**src/sv/mmki_pkg.sv**
```systemverilog
// ----------------------------------------------------------------------------
// mmki_pkg
// Shared constants and permutation tables for the key matrix inverse unit.
// ----------------------------------------------------------------------------
package mmki_pkg;

	localparam int MAX_ORDER = 4;
	localparam int KEY_DEPTH = MAX_ORDER * MAX_ORDER;

	localparam logic [7:0] MODULUS_RESET = 8'd26;
	localparam logic [2:0] ORDER_RESET   = 3'd3;

	typedef enum logic [1:0] {
		REG_MODULUS = 2'd0,
		REG_ORDER   = 2'd1
	} reg_index_t;

	// one nibble per row, row 0 in the top nibble, holding the column index
	localparam logic [15:0] PERM4_WORD [24] = '{
		16'h0123, 16'h0132, 16'h0213, 16'h0231, 16'h0312, 16'h0321,
		16'h1023, 16'h1032, 16'h1203, 16'h1230, 16'h1302, 16'h1320,
		16'h2013, 16'h2031, 16'h2103, 16'h2130, 16'h2301, 16'h2310,
		16'h3012, 16'h3021, 16'h3102, 16'h3120, 16'h3201, 16'h3210
	};
	localparam logic [0:23] PERM4_ODD = 24'b011001_100110_011001_100110;

	localparam logic [15:0] PERM3_WORD [6] = '{
		16'h0120, 16'h0210, 16'h1020, 16'h1200, 16'h2010, 16'h2100
	};
	localparam logic [0:5] PERM3_ODD = 6'b011001;

	localparam logic [15:0] PERM2_WORD [2] = '{16'h0100, 16'h1000};
	localparam logic [0:1]  PERM2_ODD  = 2'b01;

	function automatic logic [15:0] perm_word(input logic [2:0] ksize, input logic [4:0] p);
		logic [15:0] w;
		w = 16'h0000;
		case (ksize)
			3'd4: w = PERM4_WORD[p];
			3'd3: w = PERM3_WORD[p[2:0]];
			3'd2: w = PERM2_WORD[p[0]];
			default: w = 16'h0000;
		endcase
		return w;
	endfunction

	function automatic logic perm_odd(input logic [2:0] ksize, input logic [4:0] p);
		logic o;
		o = 1'b0;
		case (ksize)
			3'd4: o = PERM4_ODD[p];
			3'd3: o = PERM3_ODD[p[2:0]];
			3'd2: o = PERM2_ODD[p[0]];
			default: o = 1'b0;
		endcase
		return o;
	endfunction

	function automatic logic [4:0] perm_count(input logic [2:0] ksize);
		logic [4:0] c;
		c = 5'd1;
		case (ksize)
			3'd4: c = 5'd24;
			3'd3: c = 5'd6;
			3'd2: c = 5'd2;
			default: c = 5'd1;
		endcase
		return c;
	endfunction

endpackage

```
**src/sv/mmki_mulmod.sv**
```systemverilog
// ----------------------------------------------------------------------------
// mmki_mulmod
// Bit-serial modular multiplier: (a * b) mod m, a below m, one bit of b a cycle.
// ----------------------------------------------------------------------------
module mmki_mulmod import mmki_pkg::*; (
	input  logic       clk,
	input  logic       arst_n,
	input  logic       start,
	input  logic [7:0] a,
	input  logic [7:0] b,
	input  logic [7:0] m,
	output logic       done,
	output logic [7:0] res
);

	logic       busy_q;
	logic       done_q;
	logic [2:0] bit_q;
	logic [7:0] acc_q;
	logic [7:0] a_q;
	logic [7:0] b_q;
	logic [7:0] m_q;
	logic [9:0] sum_w;
	logic [9:0] red_w;

	always_comb begin
		sum_w = {1'b0, acc_q, 1'b0} + (b_q[bit_q] ? {2'b00, a_q} : 10'd0);
		if (sum_w >= {1'b0, m_q, 1'b0}) begin
			red_w = sum_w - {1'b0, m_q, 1'b0};
		end else if (sum_w >= {2'b00, m_q}) begin
			red_w = sum_w - {2'b00, m_q};
		end else begin
			red_w = sum_w;
		end
	end

	always_ff @(posedge clk or negedge arst_n) begin
		if (!arst_n) begin
			busy_q <= 1'b0;
			done_q <= 1'b0;
			bit_q  <= 3'd0;
		end else begin
			done_q <= 1'b0;
			if (start) begin
				busy_q <= 1'b1;
				bit_q  <= 3'd7;
			end else if (busy_q) begin
				bit_q <= bit_q - 3'd1;
				if (bit_q == 3'd0) begin
					busy_q <= 1'b0;
					done_q <= 1'b1;
				end
			end
		end
	end

	always_ff @(posedge clk) begin
		if (start) begin
			acc_q <= 8'd0;
			a_q   <= a;
			b_q   <= b;
			m_q   <= m;
		end else if (busy_q) begin
			acc_q <= red_w[7:0];
		end
	end

	assign done = done_q;
	assign res  = acc_q;

endmodule

```
**src/sv/modular_matrix_key_inverse_unit.sv**
```systemverilog
// ----------------------------------------------------------------------------
// modular_matrix_key_inverse_unit
// Loads a square key matrix and returns its inverse modulo the alphabet size.
// ----------------------------------------------------------------------------
// Input channel (in_valid / in_stall / key_entry): one key entry per item, in
// row-major order. An entry is taken every cycle while in_stall is low; the
// item that completes n*n entries, n being the order clamped to 1..4, starts
// the computation and in_stall stays high until the last result has been taken.
// Output channel (out_valid / out_stall): either order*order inverse entries
// in row-major order with last_result on the final one, or one item with
// invertible low, zero entry and last_result high. A result waits in the
// output register while out_stall is high, and the next one is not started.
// Operation: every product runs through one bit-serial modular multiplier.
// The determinant is summed over all permutations of the key, the search for
// its inverse tries each candidate below the modulus, and each result is the
// cofactor from a minor determinant, scaled by that inverse.
// Reset: modulus 26, order 3, load count cleared, block ready for entries.
// Configuration writes take effect at once; change them only while no
// computation is running.
// ----------------------------------------------------------------------------
module modular_matrix_key_inverse_unit import mmki_pkg::*; (
	input  logic       clk,
	input  logic       arst_n,
	input  logic       cfg_wr_en,
	input  logic [1:0] cfg_index,
	input  logic [7:0] cfg_data,
	input  logic       in_valid,
	output logic       in_stall,
	input  logic [7:0] key_entry,
	output logic       out_valid,
	input  logic       out_stall,
	output logic [7:0] inverse_entry,
	output logic       invertible,
	output logic       last_result
);

	typedef enum logic [3:0] {
		ST_LOAD,
		ST_TERM,
		ST_ROW,
		ST_MUL,
		ST_ACC,
		ST_INV,
		ST_ADJ,
		ST_SCALE,
		ST_OUT
	} state_t;

	state_t     state_q;
	logic [7:0] modulus_q;
	logic [2:0] order_q;
	logic [3:0] load_cnt_q;
	logic [7:0] key_store_q [KEY_DEPTH];
	logic       minor_q;
	logic [1:0] out_i_q;
	logic [1:0] out_j_q;
	logic [4:0] perm_q;
	logic [2:0] row_q;
	logic [7:0] prod_q;
	logic [7:0] acc_q;
	logic [7:0] det_q;
	logic [7:0] dinv_q;
	logic [7:0] t_q;
	logic [7:0] r_q;
	logic       out_valid_q;
	logic [7:0] out_entry_q;
	logic       out_inv_q;
	logic       out_last_q;

	logic [7:0]  m_w;
	logic [2:0]  n_w;
	logic [2:0]  ksize_w;
	logic [15:0] pword_w;
	logic        podd_w;
	logic [4:0]  pcount_w;
	logic [1:0]  t_row_w;
	logic [1:0]  pcol_w;
	logic [1:0]  rmap_w;
	logic [1:0]  cmap_w;
	logic [4:0]  addr_w;
	logic [7:0]  key_w;
	logic [7:0]  operand_w;
	logic [8:0]  accsum_w;
	logic [7:0]  accnext_w;
	logic [8:0]  rsum_w;
	logic [7:0]  rnext_w;
	logic [7:0]  adj_w;
	logic [4:0]  nsq_w;
	logic [4:0]  cnt_next_w;
	logic        mm_start;
	logic [7:0]  mm_a;
	logic [7:0]  mm_b;
	logic        mm_done;
	logic [7:0]  mm_res;
	logic        last_pos_w;

	always_comb begin
		m_w = (modulus_q < 8'd2) ? 8'd2 : modulus_q;
		if (order_q == 3'd0) begin
			n_w = 3'd1;
		end else if (order_q > 3'(MAX_ORDER)) begin
			n_w = 3'(MAX_ORDER);
		end else begin
			n_w = order_q;
		end
		ksize_w  = minor_q ? (n_w - 3'd1) : n_w;
		pword_w  = perm_word(ksize_w, perm_q);
		podd_w   = perm_odd(ksize_w, perm_q);
		pcount_w = perm_count(ksize_w);
		t_row_w  = row_q[1:0];
		pcol_w   = pword_w[{~t_row_w, 2'b00} +: 2];
		rmap_w   = (minor_q && t_row_w >= out_j_q) ? t_row_w + 2'd1 : t_row_w;
		cmap_w   = (minor_q && pcol_w >= out_i_q) ? pcol_w + 2'd1 : pcol_w;
		addr_w   = 5'(rmap_w) * 5'(n_w) + 5'(cmap_w);
		key_w    = key_store_q[addr_w[3:0]];

		operand_w = podd_w ? (m_w - prod_q) : prod_q;
		accsum_w  = {1'b0, acc_q} + {1'b0, operand_w};
		accnext_w = (accsum_w >= {1'b0, m_w}) ? 8'(accsum_w - {1'b0, m_w}) : accsum_w[7:0];

		rsum_w  = {1'b0, r_q} + {1'b0, det_q};
		rnext_w = (rsum_w >= {1'b0, m_w}) ? 8'(rsum_w - {1'b0, m_w}) : rsum_w[7:0];

		adj_w = ((out_i_q[0] ^ out_j_q[0]) && acc_q != 8'd0) ? (m_w - acc_q) : acc_q;

		nsq_w      = 5'(n_w) * 5'(n_w);
		cnt_next_w = {1'b0, load_cnt_q} + 5'd1;
		last_pos_w = ({1'b0, out_i_q} == n_w - 3'd1) && ({1'b0, out_j_q} == n_w - 3'd1);

		mm_start = 1'b0;
		mm_a     = prod_q;
		mm_b     = key_w;
		case (state_q)
			ST_ROW: mm_start = (row_q != ksize_w);
			ST_ADJ: begin
				mm_start = 1'b1;
				mm_a     = adj_w;
				mm_b     = dinv_q;
			end
			default: mm_start = 1'b0;
		endcase
	end

	mmki_mulmod u_mulmod (
		.clk    (clk),
		.arst_n (arst_n),
		.start  (mm_start),
		.a      (mm_a),
		.b      (mm_b),
		.m      (m_w),
		.done   (mm_done),
		.res    (mm_res)
	);

	always_ff @(posedge clk or negedge arst_n) begin
		if (!arst_n) begin
			modulus_q <= MODULUS_RESET;
			order_q   <= ORDER_RESET;
		end else if (cfg_wr_en) begin
			case (cfg_index)
				REG_MODULUS: modulus_q <= cfg_data;
				REG_ORDER:   order_q   <= cfg_data[2:0];
				default: ;
			endcase
		end
	end

	always_ff @(posedge clk) begin
		if (state_q == ST_LOAD && in_valid) begin
			key_store_q[load_cnt_q] <= key_entry;
		end
	end

	always_ff @(posedge clk or negedge arst_n) begin
		if (!arst_n) begin
			state_q     <= ST_LOAD;
			load_cnt_q  <= 4'd0;
			minor_q     <= 1'b0;
			out_i_q     <= 2'd0;
			out_j_q     <= 2'd0;
			perm_q      <= 5'd0;
			row_q       <= 3'd0;
			out_valid_q <= 1'b0;
			out_last_q  <= 1'b0;
			det_q       <= 8'd0;
		end else begin
			case (state_q)
				ST_LOAD: begin
					if (in_valid) begin
						if (cnt_next_w >= nsq_w) begin
							load_cnt_q <= 4'd0;
							minor_q    <= 1'b0;
							acc_q      <= 8'd0;
							perm_q     <= 5'd0;
							state_q    <= ST_TERM;
						end else begin
							load_cnt_q <= cnt_next_w[3:0];
						end
					end
				end
				ST_TERM: begin
					prod_q  <= 8'd1;
					row_q   <= 3'd0;
					state_q <= ST_ROW;
				end
				ST_ROW: begin
					state_q <= (row_q == ksize_w) ? ST_ACC : ST_MUL;
				end
				ST_MUL: begin
					if (mm_done) begin
						prod_q  <= mm_res;
						row_q   <= row_q + 3'd1;
						state_q <= ST_ROW;
					end
				end
				ST_ACC: begin
					acc_q <= accnext_w;
					if (perm_q == pcount_w - 5'd1) begin
						if (!minor_q) begin
							det_q   <= accnext_w;
							r_q     <= accnext_w;
							t_q     <= 8'd1;
							state_q <= ST_INV;
						end else begin
							state_q <= ST_ADJ;
						end
					end else begin
						perm_q  <= perm_q + 5'd1;
						state_q <= ST_TERM;
					end
				end
				ST_INV: begin
					if (r_q == 8'd1) begin
						dinv_q  <= t_q;
						minor_q <= 1'b1;
						out_i_q <= 2'd0;
						out_j_q <= 2'd0;
						acc_q   <= 8'd0;
						perm_q  <= 5'd0;
						state_q <= ST_TERM;
					end else if (t_q == m_w - 8'd1) begin
						out_entry_q <= 8'd0;
						out_inv_q   <= 1'b0;
						out_last_q  <= 1'b1;
						out_valid_q <= 1'b1;
						state_q     <= ST_OUT;
					end else begin
						t_q <= t_q + 8'd1;
						r_q <= rnext_w;
					end
				end
				ST_ADJ: begin
					state_q <= ST_SCALE;
				end
				ST_SCALE: begin
					if (mm_done) begin
						out_entry_q <= mm_res;
						out_inv_q   <= 1'b1;
						out_last_q  <= last_pos_w;
						out_valid_q <= 1'b1;
						state_q     <= ST_OUT;
					end
				end
				ST_OUT: begin
					if (!out_stall) begin
						out_valid_q <= 1'b0;
						if (out_last_q) begin
							state_q <= ST_LOAD;
						end else begin
							if ({1'b0, out_j_q} == n_w - 3'd1) begin
								out_j_q <= 2'd0;
								out_i_q <= out_i_q + 2'd1;
							end else begin
								out_j_q <= out_j_q + 2'd1;
							end
							acc_q   <= 8'd0;
							perm_q  <= 5'd0;
							state_q <= ST_TERM;
						end
					end
				end
				default: state_q <= ST_LOAD;
			endcase
		end
	end

	assign in_stall      = (state_q != ST_LOAD);
	assign out_valid     = out_valid_q;
	assign inverse_entry = out_entry_q;
	assign invertible    = out_inv_q;
	assign last_result   = out_last_q;

endmodule

```
**config.mk**
```make
export PLATFORM = sky130hd
export DESIGN_NAME = modular_matrix_key_inverse_unit
export DESIGN_NICKNAME = d
export VERILOG_FILES = /design/src/sv/mmki_pkg.sv /design/src/sv/mmki_mulmod.sv /design/src/sv/modular_matrix_key_inverse_unit.sv
export SDC_FILE = /design/constraint.sdc
export NUM_CORES = 1
export LEC_CHECK = 0
export BUFFER_PORTS_ARGS = -buffer_cell sky130_fd_sc_hd__buf_2
export CAP_MARGIN = 10
export CELL_PAD_IN_SITES_DETAIL_PLACEMENT = 1
export CELL_PAD_IN_SITES_GLOBAL_PLACEMENT = 1
export CORE_MARGIN = 3
export CORE_UTILIZATION = 36
export DETAILED_ROUTE_END_ITERATION = 16
export GPL_ROUTABILITY_DRIVEN = 0
export PLACE_DENSITY = 0.58
export SYNTH_ARGS = -nofsm -noshare
export SYNTH_HDL_FRONTEND = slang
export SYNTH_SLANG_ARGS = --single-unit
```
**constraint.sdc**
```tcl
create_clock -name clk -period 8.2 [get_ports clk]
set_clock_uncertainty 0.15 [all_clocks]
set_input_delay 0.82 -clock clk [delete_from_list [all_inputs] [get_ports clk]]
set_output_delay 0.82 -clock clk [all_outputs]
set_load 0.01 [all_outputs]
```
==> summary.md <==
| Metric | Value |
|---|---|
| IO Pins | 35 |
| Met2 WL | 20500 µm |
| Worst Path Class, Setup | flop to flop |
| Worst R2R End | u_mulmod.b_q[2] |
| Worst-margin pin slew | 1.02 ns |
| Clock tree buffer depth | 3 |
| Core Area | 0.0414 mm² |
| Relative slew slack | 31.4% |
| Register-to-register path setup slack | 0.91 ns |
| ANT nets after route | 0 |
| EDFF count, synth | 201 |
| Max frequency | 0.137 GHz |
| Hold Buf Count CTS | 0 |
| Static Leakage | 6.40 nW |
| WL met1 | 18900 µm |
| Post-cts sizing count | 0 |
| CTS sink count | 256 |
| Final setup viols | 0 |
| CP startpoint kind | flop |
| CTS tree | yes |
| Initial antenna violation count | 0 |
| Share of layout cells above drive strength 1 | 12.0% |
| Final WL | 41700 µm |
| Vias in the first global route | 11100 |
| Clk_lat worst skew | 0.60 ns |
| Max VDD drop | 263 µV |
| GR Overflow Total | 0 |
| Syn avg cell area | 11.3 µm² |
| Number of buffers created by CTS | 30 |
| Setup TNS | 0 ns |
| Nets | 1523 |
| Final Hold Vio Count | 0 |
| Crit path DAT | 7.45 ns |
| Die Y | 212 µm |
| Async S/R FF share, synth | 18.4% |
| First-pass GRT wire length | 65200 µm |
| Largest area contributor in the netlist | edfxtp_1 |
| Largest register by flop count | key_store_q |
| Num rows | 74 |
| Status | complete, no violations |
| Netlist cell types | 92 |
| DRC errors left | 0 |
| Drt first-iter violations | 428 |
| Number of synthesized register bits | 256 |
| Critical R2R Launch | order_q[2] |
| Routed vias | 10500 |
| Area growth syn-to-layout | 10.8% |
| Synth area leaders | edfxtp_1 (39%), ha_1 (8.6%), dfrtp_1 (6.9%), mux2i_1 (5.0%), mux4_2 (3.1%) |
| Largest net degree at the start of global routing | 51 |
| Routed length per instance | 21.5 µm |
| Top Layer Used | met4 |
| Hold Crit Class | input port to async pin |
| Min Clock Period, post-route | 7.29 ns |
| Final max-slew violation count | 0 |
| Pre-CTS setup slack | 0.868 ns |
| Pre-Repair DR Iteration Count | 4 |
| Max reg flops | 128 |
| CTS Root Cell | clkbuf_16 |
| Die ar. | 0.0450 mm² |
| GRT Util Overall | 18.7% |
| Crit Path Max Fanout | 19 |
| Filler cells | 4441 |
| Yosys top cell area share | 39.5% |
| Met3 routed WL | 1180 µm |
| Clock transition at path regs | 0.07 ns |
| H-Tree Depth | 1 |
| Critical path capture point type | flop |
| Required @ worst endpoint | 8.36 ns |
| Die width | 212 µm |
| Yosys Warn Count | 0 |
| Postcts setup bufs | 0 |
| R2R cell count | 27 |
| Antenna Cells | 0 |
| Part of the cycle the worst path needs | 88.9% |
| PortBufs | 34 |
| Worst Setup Slack, final | 0.909 ns |
| Commonest non-fill, non-tap cell in the layout | edfxtp_1 |
| Most frequent cells in the layout | edfxtp_1 (201), ha_1 (104), nor2_1 (103) |
| Pwr/cell area | 474 mW/mm² |
| Mapped Nets | 1491 |
| Seq/Total Area, Yosys | 48.2% |
| Initial Util | 36.9% |
| Synth Instances | 1352 |
| Post-synth top flop | edfxtp_1 |
| Setup repair after global routing missed its margin | false |
| Mapped Area | 0.0153 mm² |
| Vias/cell | 5.42 |
| Crit. Startpoint | order_q[2] |
| Post-DP HPWL | 31100 µm |
| Max Cap Viol | 0 |
| Crit path capture | u_mulmod.b_q[2] |
-- through the flow --
stage	hold WS [ns]	instances	utilization, %	cell area (µm²)	power, mW
floorplan	0.312	1352	-	15300	5.49
global placement	0.341	1884	38.7	16000	6.73
detailed placement	0.350	1884	38.7	16000	6.82
CTS	0.203	1937	41.0	17000	8.12
global route	0.238	1937	41.0	17000	8.70
finish	0.190	1937	41.0	17000	8.03
-- power breakdown --
group          total (mW)  switching, mW  internal (mW)
Combinational        4.83           2.83           2.00
Sequential           1.94          0.241           1.70
Clock                1.26          0.557          0.701
-- synthesized netlist by cell type, types with 5 or more instances --
library cell / n
edfxtp_1: 201
ha_1: 105
nor2_1: 103
inv_1: 84
nand2_1: 78
mux2i_1: 77
o21ai_0: 77
a21oi_1: 67
xnor2_1: 52
dfrtp_1: 42
clkbuf_1: 31
xor2_1: 25
and2_1: 23
nand3_1: 22
mux4_2: 21
nor2b_1: 21
a211oi_1: 20
a21o_1: 20
nor3_1: 18
nand2b_1: 16
and3_1: 15
o22ai_1: 13
nor4_1: 12
a31oi_1: 11
fa_1: 11
o21ai_1: 9
dfxtp_1: 8
mux2_2: 8
nand4_1: 8
o211ai_1: 8
o21a_1: 8
or3_1: 8
buf_4: 6
o21bai_1: 6
or2_2: 6
buf_1: 5
buf_2: 5
dfstp_2: 5
nand3b_1: 5
nor2_2: 5
-- cells by family after synthesis --
family	synth area share (%)
multiplexers	8.89
other	0.0245
flip-flops	48.2
AND/OR/NAND/NOR	12.1
buffers and inverters	3.82
XOR/XNOR	4.52
adder cells (fa/ha/maj)	10.0
AO/OA/AOI/OAI	12.4
-- layer usage --
metal | vias up | track usage [%]
li1 | 5027 | -
met1 | 5293 | 24.6
met2 | 131 | 32.8
met3 | 51 | 2.24
met4 | 0 | 5.24
met5 | - | 0
-- worst max-delay path: stages, from the launching register on --
cell and delay (ns):
dfrtp_1 0.37, buf_4 0.20, nor2b_1 0.38, ha_1 0.41, nor3b_1 0.27, a211oi_2 0.10
or2_2 0.32, nor3_1 0.29, nand2_1 0.12, a311oi_1 0.30, a21o_1 0.17, ha_1 0.23
a21boi_0 0.11, o21ai_0 0.26, nor2_1 0.11, xnor2_1 0.23, fa_1 0.45, inv_1 0.08
ha_1 0.14, inv_1 0.05, fa_1 0.36, xor2_1 0.20, xnor2_4 0.69, buf_4 0.33
mux2i_1 0.21, mux2i_1 0.11, o22ai_1 0.23, a211oi_1 0.09
-- how the worst min path moves through the flow --
stage	slack, ns	endpoint	start	cells past startpoint
6_report	0.19	load_cnt_q[1]	arst_n	2
5_1_grt	0.24	load_cnt_q[1]	arst_n	2
4_1_cts	0.20	load_cnt_q[1]	arst_n	2
3_5_place_dp	0.35	out_valid	out_valid	2
3_3_place_gp	0.34	out_valid	out_valid	2
2_1_floorplan	0.31	u_mulmod.res[3]	u_mulmod.res[3]	2
-- cell type report --
cell class / count / area [µm²] / area share (%)
timing repair buffer: 51 / 310 / 1.83
multi-input combinational: 957 / 7350 / 43.3
inverter: 88 / 330 / 1.95
sequential: 256 / 7380 / 43.5
clock inverter: 20 / 156 / 0.923
tap: 532 / 666 / 3.93
clock buffer: 33 / 762 / 4.50
(Power assumes the default switching activity.)
